$ cat config.mk
export PLATFORM = sky130hd
export DESIGN_NAME = contiguous_bank_allocator
export DESIGN_NICKNAME = d
export VERILOG_FILES = /design/src/cba_pkg.sv /design/src/cba_cfg.sv /design/src/cba_bank_mem.sv /design/src/cba_seq.sv /design/src/contiguous_bank_allocator.sv
export SDC_FILE = /design/constraint.sdc
export NUM_CORES = 1
export LEC_CHECK = 0
export BUFFER_PORTS_ARGS = -buffer_cell sky130_fd_sc_hd__buf_2
export CORE_MARGIN = 3
export CORE_UTILIZATION = 45
export CTS_BUF_LIST = sky130_fd_sc_hd__clkbuf_8
export CTS_CLUSTER_SIZE = 28
export DETAILED_ROUTE_END_ITERATION = 10
export PLACE_DENSITY = 0.73
export SETUP_SLACK_MARGIN = 0.15
export SYNTH_ARGS = -nofsm -noshare
export SYNTH_HDL_FRONTEND = slang
export SYNTH_HIERARCHICAL = 1
export SYNTH_SLANG_ARGS = --single-unit
export TNS_END_PERCENT = 50
$ cat constraint.sdc
create_clock -name clk -period 13.56 [get_ports clk]
set_input_delay 0.678 -clock clk [delete_from_list [all_inputs] [get_ports clk]]
set_output_delay 0.678 -clock clk [all_outputs]
set_load 0.02 [all_outputs]
$ cat src/cba_pkg.sv
// Shared types and constants for the contiguous bank allocator.
// Used by every module of the block; depends on nothing.
`default_nettype none
package cba_pkg;

  // Per-bank marks kept in the bank memory.
  typedef struct packed {
    logic free;
    logic head;
    logic link;
  } mark_t;

  localparam mark_t MARK_RESET = '{free: 1'b1, head: 1'b0, link: 1'b0};

  typedef enum logic [3:0] {
    ST_CLEAR = 4'b0001,
    ST_IDLE  = 4'b0010,
    ST_SCAN  = 4'b0100,
    ST_MARK  = 4'b1000
  } state_t;

  localparam logic REQ_ALLOC = 1'b0;
  localparam logic REQ_FREE  = 1'b1;

  localparam int CFG_AW = 3;
  localparam int CFG_DW = 32;
  localparam logic REG_HEAP_BASE = 1'b0;
  localparam logic [CFG_DW-1:0] HEAP_BASE_RESET = 32'd46848;

endpackage
`default_nettype wire

$ cat src/cba_cfg.sv
// APB-style register port holding the heap base address.
// Depends on cba_pkg for the register map and widths.
`default_nettype none
module cba_cfg (
  input  wire logic                       clk,
  input  wire logic                       rst_n,
  input  wire logic                       psel,
  input  wire logic                       penable,
  input  wire logic                       pwrite,
  input  wire logic [cba_pkg::CFG_AW-1:0] paddr,
  input  wire logic [cba_pkg::CFG_DW-1:0] pwdata,
  output logic      [cba_pkg::CFG_DW-1:0] prdata,
  output logic                            pready,
  output logic      [31:0]                heap_base
);
  import cba_pkg::*;

  logic [CFG_DW-1:0] base_r;
  logic [CFG_DW-1:0] base_nxt;
  logic              reg_idx;
  logic              wr_hit;

  assign reg_idx = paddr[CFG_AW-1];
  assign wr_hit  = psel && penable && pwrite && (reg_idx == REG_HEAP_BASE);

  always_comb begin
    base_nxt = base_r;
    if (wr_hit) begin
      base_nxt = pwdata;
    end
  end

  always_ff @(posedge clk) begin
    if (!rst_n) begin
      base_r <= HEAP_BASE_RESET;
    end else begin
      base_r <= base_nxt;
    end
  end

  assign prdata    = (reg_idx == REG_HEAP_BASE) ? base_r : '0;
  assign pready    = 1'b1;
  assign heap_base = base_r;

endmodule
`default_nettype wire

$ cat src/cba_bank_mem.sv
// Bank mark memory: one write port and one read port with registered read data.
// Depends on cba_pkg for the mark entry type.
`default_nettype none
module cba_bank_mem #(
  parameter int DEPTH = 128
) (
  input  wire logic                     clk,
  input  wire logic                     wr_en,
  input  wire logic [$clog2(DEPTH)-1:0] wr_idx,
  input  wire cba_pkg::mark_t           wr_data,
  input  wire logic [$clog2(DEPTH)-1:0] rd_idx,
  output cba_pkg::mark_t                rd_data
);
  import cba_pkg::*;

  mark_t mem [DEPTH];
  mark_t rd_data_r;

  always_ff @(posedge clk) begin
    if (wr_en) begin
      mem[wr_idx] <= wr_data;
    end
  end

  always_ff @(posedge clk) begin
    rd_data_r <= mem[rd_idx];
  end

  assign rd_data = rd_data_r;

endmodule
`default_nettype wire

$ cat src/cba_seq.sv
// Sequencer and shared scan datapath: clearing pass, first-fit search,
// run marking and run release, one bank per cycle. Depends on cba_pkg.
`default_nettype none
module cba_seq #(
  parameter int BANK_COUNT = 128,
  parameter int BANK_BYTES = 64
) (
  input  wire logic                          clk,
  input  wire logic                          rst_n,
  input  wire logic                          start,
  output logic                               busy,
  input  wire logic                          in_req_type,
  input  wire logic [31:0]                   in_request_size,
  input  wire logic [31:0]                   in_free_address,
  input  wire logic [31:0]                   heap_base,
  output logic                               mem_wr_en,
  output logic      [$clog2(BANK_COUNT)-1:0] mem_wr_idx,
  output cba_pkg::mark_t                     mem_wr_data,
  output logic      [$clog2(BANK_COUNT)-1:0] mem_rd_idx,
  input  wire cba_pkg::mark_t                mem_rd_data,
  output logic                               out_valid,
  output logic      [31:0]                   out_start_address,
  output logic                               out_illegal_free
);
  import cba_pkg::*;

  localparam int IDX_W      = $clog2(BANK_COUNT);
  localparam int CNT_W      = $clog2(BANK_COUNT + 1);
  localparam int HEAP_BYTES = BANK_COUNT * BANK_BYTES;
  localparam int RUN_W      = $clog2(HEAP_BYTES + 1);
  localparam logic [IDX_W-1:0] LAST_IDX = IDX_W'(BANK_COUNT - 1);

  state_t            state_r, state_nxt;
  logic [IDX_W-1:0]  scan_idx_r, scan_idx_nxt;
  logic              eval_vld_r, eval_vld_nxt;
  logic [IDX_W-1:0]  eval_idx_r, eval_idx_nxt;
  logic [31:0]       eval_addr_r, eval_addr_nxt;
  logic [CNT_W-1:0]  cnt_r, cnt_nxt;
  logic [RUN_W-1:0]  bytes_r, bytes_nxt;
  logic [31:0]       run_addr_r, run_addr_nxt;
  logic              releasing_r, releasing_nxt;
  logic              req_type_r, req_type_nxt;
  logic [31:0]       req_size_r, req_size_nxt;
  logic [31:0]       free_addr_r, free_addr_nxt;
  logic [IDX_W-1:0]  mark_idx_r, mark_idx_nxt;
  logic [CNT_W-1:0]  mark_left_r, mark_left_nxt;
  logic              mark_first_r, mark_first_nxt;
  logic              out_valid_r, out_valid_nxt;
  logic [31:0]       out_addr_r, out_addr_nxt;
  logic              out_ill_r, out_ill_nxt;

  logic              eval_last;
  logic              scan_last;
  logic              eval_match;
  logic [CNT_W-1:0]  cnt_inc;
  logic [RUN_W-1:0]  bytes_inc;
  logic              fit;

  assign eval_last  = (eval_idx_r == LAST_IDX);
  assign scan_last  = (scan_idx_r == LAST_IDX);
  assign eval_match = (eval_addr_r == free_addr_r) && mem_rd_data.head && !mem_rd_data.free;
  assign cnt_inc    = cnt_r + CNT_W'(1);
  assign bytes_inc  = bytes_r + RUN_W'(BANK_BYTES);
  assign fit        = mem_rd_data.free && (32'(bytes_inc) >= req_size_r);

  always_comb begin
    state_nxt      = state_r;
    scan_idx_nxt   = scan_idx_r;
    eval_vld_nxt   = eval_vld_r;
    eval_idx_nxt   = eval_idx_r;
    eval_addr_nxt  = eval_addr_r;
    cnt_nxt        = cnt_r;
    bytes_nxt      = bytes_r;
    run_addr_nxt   = run_addr_r;
    releasing_nxt  = releasing_r;
    req_type_nxt   = req_type_r;
    req_size_nxt   = req_size_r;
    free_addr_nxt  = free_addr_r;
    mark_idx_nxt   = mark_idx_r;
    mark_left_nxt  = mark_left_r;
    mark_first_nxt = mark_first_r;
    out_valid_nxt  = 1'b0;
    out_addr_nxt   = out_addr_r;
    out_ill_nxt    = out_ill_r;
    mem_wr_en      = 1'b0;
    mem_wr_idx     = eval_idx_r;
    mem_wr_data    = MARK_RESET;
    mem_rd_idx     = scan_idx_r;

    case (state_r)
      ST_CLEAR: begin
        mem_wr_en  = 1'b1;
        mem_wr_idx = scan_idx_r;
        if (scan_last) begin
          scan_idx_nxt = '0;
          state_nxt    = ST_IDLE;
        end else begin
          scan_idx_nxt = scan_idx_r + IDX_W'(1);
        end
      end
      ST_IDLE: begin
        if (start) begin
          req_type_nxt  = in_req_type;
          req_size_nxt  = in_request_size;
          free_addr_nxt = in_free_address;
          scan_idx_nxt  = '0;
          eval_vld_nxt  = 1'b0;
          eval_idx_nxt  = '0;
          eval_addr_nxt = heap_base;
          cnt_nxt       = '0;
          bytes_nxt     = '0;
          releasing_nxt = 1'b0;
          if ((in_req_type == REQ_ALLOC) && (in_request_size == '0)) begin
            out_valid_nxt = 1'b1;
            out_addr_nxt  = '0;
            out_ill_nxt   = 1'b0;
          end else begin
            state_nxt = ST_SCAN;
          end
        end
      end
      ST_SCAN: begin
        eval_vld_nxt = 1'b1;
        if (!scan_last) begin
          scan_idx_nxt = scan_idx_r + IDX_W'(1);
        end
        if (eval_vld_r) begin
          eval_idx_nxt  = eval_idx_r + IDX_W'(1);
          eval_addr_nxt = eval_addr_r + 32'(BANK_BYTES);
          if (req_type_r == REQ_ALLOC) begin
            if (mem_rd_data.free) begin
              cnt_nxt   = cnt_inc;
              bytes_nxt = bytes_inc;
              if (cnt_r == '0) begin
                run_addr_nxt = eval_addr_r;
              end
            end else begin
              cnt_nxt   = '0;
              bytes_nxt = '0;
            end
            if (fit) begin
              state_nxt      = ST_MARK;
              mark_idx_nxt   = eval_idx_r;
              mark_left_nxt  = cnt_inc;
              mark_first_nxt = 1'b1;
              out_addr_nxt   = (cnt_r == '0) ? eval_addr_r : run_addr_r;
              out_ill_nxt    = 1'b0;
            end else if (eval_last) begin
              state_nxt     = ST_IDLE;
              out_valid_nxt = 1'b1;
              out_addr_nxt  = '0;
              out_ill_nxt   = 1'b0;
            end
          end else begin
            if (releasing_r || eval_match) begin
              mem_wr_en  = 1'b1;
              mem_wr_idx = eval_idx_r;
              if (!mem_rd_data.link || eval_last) begin
                state_nxt     = ST_IDLE;
                releasing_nxt = 1'b0;
                out_valid_nxt = 1'b1;
                out_addr_nxt  = '0;
                out_ill_nxt   = 1'b0;
              end else begin
                releasing_nxt = 1'b1;
              end
            end else if (eval_last) begin
              state_nxt     = ST_IDLE;
              out_valid_nxt = 1'b1;
              out_addr_nxt  = '0;
              out_ill_nxt   = 1'b1;
            end
          end
        end
      end
      ST_MARK: begin
        mem_wr_en        = 1'b1;
        mem_wr_idx       = mark_idx_r;
        mem_wr_data.free = 1'b0;
        mem_wr_data.head = (mark_left_r == CNT_W'(1));
        mem_wr_data.link = !mark_first_r;
        mark_first_nxt   = 1'b0;
        if (mark_left_r == CNT_W'(1)) begin
          state_nxt     = ST_IDLE;
          out_valid_nxt = 1'b1;
        end else begin
          mark_idx_nxt  = mark_idx_r - IDX_W'(1);
          mark_left_nxt = mark_left_r - CNT_W'(1);
        end
      end
      default: begin
        state_nxt    = ST_CLEAR;
        scan_idx_nxt = '0;
      end
    endcase
  end

  always_ff @(posedge clk) begin
    if (!rst_n) begin
      state_r     <= ST_CLEAR;
      scan_idx_r  <= '0;
      eval_vld_r  <= 1'b0;
      releasing_r <= 1'b0;
      out_valid_r <= 1'b0;
    end else begin
      state_r     <= state_nxt;
      scan_idx_r  <= scan_idx_nxt;
      eval_vld_r  <= eval_vld_nxt;
      releasing_r <= releasing_nxt;
      out_valid_r <= out_valid_nxt;
    end
  end

  always_ff @(posedge clk) begin
    eval_idx_r   <= eval_idx_nxt;
    eval_addr_r  <= eval_addr_nxt;
    cnt_r        <= cnt_nxt;
    bytes_r      <= bytes_nxt;
    run_addr_r   <= run_addr_nxt;
    req_type_r   <= req_type_nxt;
    req_size_r   <= req_size_nxt;
    free_addr_r  <= free_addr_nxt;
    mark_idx_r   <= mark_idx_nxt;
    mark_left_r  <= mark_left_nxt;
    mark_first_r <= mark_first_nxt;
    out_addr_r   <= out_addr_nxt;
    out_ill_r    <= out_ill_nxt;
  end

  assign busy              = (state_r != ST_IDLE);
  assign out_valid         = out_valid_r;
  assign out_start_address = out_addr_r;
  assign out_illegal_free  = out_ill_r;

  a_result_exclusive: assert property (@(posedge clk) disable iff (!rst_n)
    out_valid_r |-> !(out_ill_r && (out_addr_r != '0)))
    else $error("allocate address and illegal free raised together");

  a_mark_nonempty: assert property (@(posedge clk) disable iff (!rst_n)
    (state_r == ST_MARK) |-> (mark_left_r != '0))
    else $error("run marking entered with an empty run");

  a_release_in_free: assert property (@(posedge clk) disable iff (!rst_n)
    releasing_r |-> ((state_r == ST_SCAN) && (req_type_r == REQ_FREE)))
    else $error("run release active outside a free scan");

  a_start_taken: assert property (@(posedge clk) disable iff (!rst_n)
    (start && !busy) |=> ((state_r == ST_SCAN) || out_valid_r))
    else $error("accepted request neither scanned nor answered");

endmodule
`default_nettype wire

$ cat src/contiguous_bank_allocator.sv
// A zero-size allocate answers in the cycle after start. Otherwise the scan reads
// one bank per cycle from the bank memory; the result is registered after the deciding
// bank is evaluated, and a successful allocate first marks each bank of the run.
// One request at a time: start is taken only while busy is low.
// Reset: a clearing pass marks every bank free; busy is high meanwhile.
// Each result beat is shown for one cycle on out_valid; the receiver cannot stall.
`default_nettype none
module contiguous_bank_allocator #(
  parameter int BANK_COUNT = 128,
  parameter int BANK_BYTES = 64
) (
  input  wire logic                       clk,
  input  wire logic                       rst_n,
  input  wire logic                       start,
  output logic                            busy,
  input  wire logic                       in_req_type,
  input  wire logic [31:0]                in_request_size,
  input  wire logic [31:0]                in_free_address,
  output logic                            out_valid,
  output logic      [31:0]                out_start_address,
  output logic                            out_illegal_free,
  input  wire logic                       psel,
  input  wire logic                       penable,
  input  wire logic                       pwrite,
  input  wire logic [cba_pkg::CFG_AW-1:0] paddr,
  input  wire logic [cba_pkg::CFG_DW-1:0] pwdata,
  output logic      [cba_pkg::CFG_DW-1:0] prdata,
  output logic                            pready
);
  import cba_pkg::*;

  localparam int IDX_W = $clog2(BANK_COUNT);

  logic [31:0]      heap_base;
  logic             mem_wr_en;
  logic [IDX_W-1:0] mem_wr_idx;
  mark_t            mem_wr_data;
  logic [IDX_W-1:0] mem_rd_idx;
  mark_t            mem_rd_data;

  cba_cfg u_cfg (
    .clk       (clk),
    .rst_n     (rst_n),
    .psel      (psel),
    .penable   (penable),
    .pwrite    (pwrite),
    .paddr     (paddr),
    .pwdata    (pwdata),
    .prdata    (prdata),
    .pready    (pready),
    .heap_base (heap_base)
  );

  cba_bank_mem #(
    .DEPTH (BANK_COUNT)
  ) u_mem (
    .clk     (clk),
    .wr_en   (mem_wr_en),
    .wr_idx  (mem_wr_idx),
    .wr_data (mem_wr_data),
    .rd_idx  (mem_rd_idx),
    .rd_data (mem_rd_data)
  );

  cba_seq #(
    .BANK_COUNT (BANK_COUNT),
    .BANK_BYTES (BANK_BYTES)
  ) u_seq (
    .clk               (clk),
    .rst_n             (rst_n),
    .start             (start),
    .busy              (busy),
    .in_req_type       (in_req_type),
    .in_request_size   (in_request_size),
    .in_free_address   (in_free_address),
    .heap_base         (heap_base),
    .mem_wr_en         (mem_wr_en),
    .mem_wr_idx        (mem_wr_idx),
    .mem_wr_data       (mem_wr_data),
    .mem_rd_idx        (mem_rd_idx),
    .mem_rd_data       (mem_rd_data),
    .out_valid         (out_valid),
    .out_start_address (out_start_address),
    .out_illegal_free  (out_illegal_free)
  );

endmodule
`default_nettype wire

==> key figures, run 1 <==
Timing
  • WHS: around 0.15 ns
  • Fin. max-slew vios: 0
  • Max Clk Rate: around 210 MHz
  • RSZ-0062 raised after global routing: no
  • Tmin final: 4.71 ns
  • Setup Skew: 0.0683 ns
  • Final Hold Viols: 0
  • Setup tns final: 0 ns
  • Final Setup Violations: 0
  • Fin crit share: 0.347
  • Worst slew pin tran: 1.20 ns
  • Max_slew headroom: 0.203

Clock tree
  • H-tree levels: 3
  • Post-CTS Hold Fix Bufs: 0
  • Num CTS Buffers: slightly above 100
  • Clk_lat worst skew: 0.70 ns
  • CTS tree: yes
  • Post-cts resize count: 0
  • Clock transition at path regs: 0.07 ns
  • Root Buffer: clkbuf_8
  • Clock Path Buffers: 3
  • Clock sinks: 640
  • Post-CTS Setup Bufs: 0

Die
  • Core area: around 60000 sq um
  • Row count: 89
  • Die Span X: ~250 um
  • Ports: 174
  • Starting Density: 0.460
  • Total die area: 64000 sq um
  • Die height: 253 um

Synth
  • Top FF cell, synth: edfxtp_1
  • Post-synth top area share: 0.647
  • Cell taking the most area after synthesis: edfxtp_1
  • Cell with the most instances after synthesis: edfxtp_1
  • Post-Syn Area per Cell: about 15 sq um
  • Post-Syn Instances: 1792
  • #FFs+latches synth: 640
  • Ranking of synthesized cells by area: edfxtp_1 (65%), mux4_2 (10%), dfxtp_1 (3.6%)
  • Yosys warnings: 6
  • Most common library cells after synthesis: edfxtp_1 (591), nor2_1 (182), nand2_1 (175), mux4_2 (126), nand3_1 (74)
  • Distinct cells, synth: 58
  • Seq/Total Area, Yosys: 0.682
  • Ys async rst share: 0
  • Syn nets: 1921
  • Number of flops mapped to enable cells by yosys: 591
  • Synthesized area: 27400 sq um

Setup path
  • CP most frequent cell: nand3_1
  • Worst path depth: 9
  • Worst path cell trace: xor2_1 > nor4_1 > nand3_1 > o41ai_4 > nand3_1 > nand2_1 > nor2b_1 > nand3_1 > nor2_1
  • Max stage delay cell, worst path: nand3_1
  • R2R depth: 9
  • Worst path arrival time: 5.04 ns
  • Max FO, Critical Path: 13
  • CP bufs+invs: 0
  • Delay-heaviest family, CP: simple AND/OR/NAND/NOR gates
  • Setup CP Type: reg2reg
  • Req. time, crit path: 13.90 ns
  • Crit start category: flip-flop
  • Worst path max stage delay: 0.89 ns
  • Critical Path End Type: flip-flop

Route
  • DRC Markers: 0
  • Drt first pass iters: 6
  • Via-to-Cell Ratio: 5.63
  • Vias: about 16000
  • DRT Wirelength: 61200 um
  • Wire per inst: 21.5 um
  • Post-DRT Antenna Nets: 0
  • Initial drt markers: 1489

Global route
  • Pin count of the biggest net entering global routing: 112
  • Gr usage total: 0.189
  • GR Overflow Total: 0
  • Busiest layer in global routing: met2
  • First-pass GRT wire length: 92900 um
  • GR met2 Demand/Resource: 0.314
  • Vias in the first global route: 16300
  • Grt met3 use: 0.0428
  • Initial antenna violation count: 2
  • GRT met1 Usage: 0.248

Final layout
  • Layout area overhead: 13.0%
  • Final Non-Filler Cells: 2846
  • Share of cells above drive strength 1: 0.248
  • Nets: 2124

Job
  • Max cap viols: 0

Power and ir drop
  • Total Power: ~0.0039 W
  • VDD IR max: between 60 and 70 uV
  • Leak Pwr: 10.6 nW
  • Power Density: 125 nW/um^2

Placed design
  • PortBufs: 170
  • Routability cong.: between 0.8 and 0.9
  • Hpwl dp: 38800 um
  • Dpl cells: 2665

Hold path
  • Hold Crit Depth: 1
  • Worst Hold Class: in2reg

Run status
  • Run status: completed
-- through the flow --
stage / util / setup WS [ns] / instance area, sq um
finish: 0.520 / 8.85 / 31000
global placement: 0.486 / 8.94 / 29000
floorplan: - / 3.44 / 27400
CTS: 0.520 / 8.78 / 31000
global route: 0.520 / 8.60 / 31000
detailed placement: 0.486 / 8.80 / 29000
-- registers in the layout, summed over array words and instances, names as in the netlist, 3 cells and up --
signal                   cells
u_seq/eval_idx_r             7
u_seq/run_addr_r            32
u_seq/bytes_r               14
u_seq/state_r                4
u_seq/req_size_r            32
u_seq/eval_addr_r           32
u_seq/mark_idx_r             7
u_cfg/heap_base             32
u_mem/rd_data                3
u_seq/mark_left_r            8
u_seq/mem_rd_idx             7
u_mem/mem                  384
u_seq/cnt_r                  8
u_seq/out_start_address     32
u_seq/free_addr_r           32
-- path summary, 6_finish.rpt --
kind	start	end	slack, ns
max	u_seq/eval_addr_r[27]	u_mem/mem[22][1]	8.85
min	in_free_address[4]	u_seq/free_addr_r[4]	0.15
max reg2reg	u_seq/eval_addr_r[27]	u_mem/mem[22][1]	8.85
min reg2reg	u_cfg/heap_base[19]	u_cfg/heap_base[19]	0.48
-- metal layers --
metal	share of wire	wire (um)
met4	0.024	1460
met1	0.41	25000
met3	0.073	4490
met5	0	0
met2	0.49	30300
-- cells in the final DEF, fill, tap and decap left out, types with 3 or more instances in the layout --
cell type	Yosys	routed
xor2_1	58	58
nor2b_1	63	63
dfxtp_1	49	46
clkbuf_8	0	112
buf_4	7	23
nand2b_1	7	7
nand2_1	175	175
nor2_1	182	179
clkinv_2	0	10
o21ai_1	10	10
nand3_1	74	74
clkinv_1	0	21
xnor2_1	29	29
buf_2	9	170
and3_1	24	24
bufinv_16	0	5
a22oi_1	8	8
a21oi_1	57	56
inv_1	33	54
or3_1	5	5
nor4_1	21	21
edfxtp_1	591	591
nand4_1	10	10
mux4_2	126	126
and2_1	3	3
mux2_2	35	35
ha_1	23	23
clkinvlp_4	0	6
nor3_1	19	19
mux2i_1	33	33
o21ai_0	27	27
-- worst register-to-register path: cells and delay by family (launching register included) --
kind	cells	cell delay, ns
AND/OR/NAND/NOR	7	3.11
AO/OA/AOI/OAI	1	0.52
flip-flops	1	0.52
XOR/XNOR	1	0.19
-- power by group --
group / internal [W] / total (W) / switching (W) / leakage (nW)
clock network: 0.000855 / 0.00160 / 0.000748 / 1.09
logic: 0.0000481 / 0.000113 / 0.0000644 / 3.46
registers: 0.00213 / 0.00215 / 0.0000127 / 6.09
-- kinds of logic (layout without fill, tap and decap cells) --
| group | Yosys count | after routing | synth area share |
|---|---|---|---|
| flops | 640 | 640 | 0.682 |
| simple gates | 599 | 599 | 0.102 |
| mux | 194 | 194 | 0.130 |
| buf+inv | 128 | 407 | 0.0217 |
| compound gates | 120 | 120 | 0.0258 |
| xor+xnor | 87 | 87 | 0.0278 |
| fa+ha+maj | 23 | 23 | 0.0105 |
| other cells | 1 | 3 | 0.000137 |
-- layout make-up --
class                      instances  area [sq um]
tap                              773           967
clock buffer                     112          1540
inverter                          35           134
timing repair buffer             193          1020
clock inverter                    67           445
multi-input combinational       1024          8170
fill                            4797         28700
antenna                            2          5.00
sequential                       640         18700
No activity file was read; power rests on OpenSTA's default activity.
==> run 2, diff against run 1 <==
==> constraint.sdc (replaced) <==
create_clock -name clk -period 4.4 [get_ports clk]
set_input_delay 0.22 -clock clk [delete_from_list [all_inputs] [get_ports clk]]
set_output_delay 0.22 -clock clk [all_outputs]
set_load 0.02 [all_outputs]
==> run 2 against run 1 <==
Compared with the run above: clock power rose to 3.2 times the previous value; combinational power rose to 3.8 times the previous value; clock-buffer cell count shrank 2; largest cell class unchanged; via count is 3.6% higher; non-clock buffer count grew 122; first-iteration DRC count increased by 0.20%; sequential cell count unchanged; setup slack worse by 8.1 ns; sequential share of layout area down 2.4 points; routed wire length grew 3.4%; global-route usage is 0.72 points higher; final area is 4.2% higher.
==> key figures, run 2 (same netlist as run 1, synthesis figures left out) <==
Run status
  • Run status: completed

Final layout
  • Largest register FFs: ~380
  • Share of cells above drive strength 1: 0.247
  • Layout area overhead: 17.8%
  • Most frequent cells in the layout: edfxtp_1 (591), nor2_1 (179), nand2_1 (175)
  • Largest register by flop count: u_mem/mem
  • Most common cell after layout, fill and taps aside: edfxtp_1
  • Nets: roughly 2200
  • FILL cells: approximately 4700
  • Core Util, Final: 0.542

Setup path
  • Max stage delay cell, worst path: nor3_1
  • Worst path max stage delay: 0.54 ns
  • Max FO, Critical Path: 8
  • CP bufs+invs: 0
  • Crit start category: flip-flop
  • CP most frequent cell: nand3_1
  • Setup CP Type: reg2reg
  • Worst path cell trace: xor2_1 > nor4_1 > nand3_1 > o41ai_4 > nand3_1 > nand2_1 > nand4_1 > nor3_1
  • Delay-heaviest family, CP: simple AND/OR/NAND/NOR gates
  • Critical Path End Type: flip-flop
  • Req. time, crit path: 4.72 ns
  • Worst path arrival time: 4.02 ns

Clock tree
  • Clock transition at path regs: 0.07 ns
  • Post-CTS Hold Fix Bufs: just under 100
  • Num CTS Buffers: 101
  • Clock sinks: 640
  • Post-CTS Setup Bufs: 0
  • Clock Path Buffers: 3
  • CTS tree: yes
  • Root Buffer: clkbuf_8
  • Clk_lat worst skew: approximately 0.7 ns
  • H-tree levels: 3
  • Post-cts resize count: 0

Route
  • Post-DRT Antenna Nets: 0
  • Wire per inst: 21.3 um
  • Via-to-Cell Ratio: between 5 and 6
  • Drt first pass iters: 5
  • Initial drt markers: around 1500
  • DRC Markers: 0
  • DRT Wirelength: 63300 um
  • Vias: 16600

Die
  • Die height: 253 um
  • Row count: 89
  • Ports: 174
  • Starting Density: 0.460
  • Die Span X: 253 um
  • Total die area: 64000 sq um
  • Core area: 59700 sq um

Timing
  • Setup tns final: 0 ns
  • Max_slew headroom: 0.211
  • WHS: 0.0835 ns
  • Final Hold Viols: 0
  • Setup Skew: 0.0410 ns
  • RSZ-0062 raised after global routing: no
  • Max Clk Rate: ~270 MHz
  • Fin crit share: 0.839
  • Worst slew pin tran: 1.18 ns
  • Tmin final: 3.69 ns
  • Final Setup Violations: 0
  • Fin. max-slew vios: 0

Global route
  • Vias in the first global route: 17200
  • Gr usage total: 0.196
  • Pin count of the biggest net entering global routing: 129
  • First-pass GRT wire length: 96600 um
  • GR Overflow Total: 0
  • Initial antenna violation count: 2

Power and ir drop
  • Switching Share: 0.218
  • Int Power: 0.00949 W
  • VDD IR max: 250 uV
  • Clk pwr share: 0.419
  • Register share of total power: 0.546
  • Logic pwr share: 0.036
  • Power Density: 375 nW/um^2
  • Leak Pwr: 11.3 nW
  • P_sw: about 0.0026 W

Placed design
  • Hpwl dp: 39300 um
  • Routability cong.: 0.832
  • PortBufs: 170

Hold path
  • Worst Hold Class: in2reg

Job
  • Max cap viols: 0
==> run 2: per-stage QoR <==
stage	std cells	total power [W]	setup WS [ns]	cell area, sq um
global route	2977	0.0126	0.445	32300
CTS	2975	0.0122	0.699	32300
detailed placement	2689	0.00710	0.730	29300
global placement	2689	0.00710	0.770	29300
finish	2977	0.0121	0.708	32300
floorplan	1792	0.00696	-0.668	27500
==> run 2: cell type report <==
type / instances / area (sq um) / area share
clock inverter: 78 / 541 / 0.0167
antenna: 2 / 5.00 / 0.000155
clock buffer: 110 / 1510 / 0.0468
multi-input combinational: 1024 / 8180 / 0.253
timing repair buffer: 315 / 2250 / 0.0695
sequential: 640 / 18700 / 0.580
tap: 773 / 967 / 0.0299
inverter: 35 / 134 / 0.00414
==> run 2: routing by layer <==
layer	vias up	wire length (um)	GRT usage
li1	7460	-	-
met1	8278	24500	0.247
met2	722	31800	0.335
met3	138	5000	0.0395
met4	0	2020	0.0788
met5	-	0	0
==> run 2: final timing paths <==
kind / slack [ns] / from / depth (start not counted) / to
max reg2reg: 0.71 / u_seq/eval_addr_r[27] / 8 / u_mem/mem[102][1]
max: 0.71 / u_seq/eval_addr_r[27] / 8 / u_mem/mem[102][1]
min: 0.08 / rst_n / 3 / u_seq/state_r[0]
min reg2reg: 0.47 / u_cfg/heap_base[25] / 2 / u_cfg/heap_base[25]
==> run 2: power by group through the flow <==
stage          registers, W  logic (W)  clock network (W)
3_5_place_dp        0.00675   0.000356                  0
5_1_grt             0.00662   0.000458            0.00547
4_1_cts             0.00662   0.000426            0.00518
6_report            0.00662   0.000432            0.00508
3_3_place_gp        0.00675   0.000353                  0
2_1_floorplan       0.00671   0.000245                  0
==> run 2: tightest hold or removal path, cell delays in order <==
cell and delay [ns]:
buf_2 0.10, buf_4 0.30, nand2_1 0.13
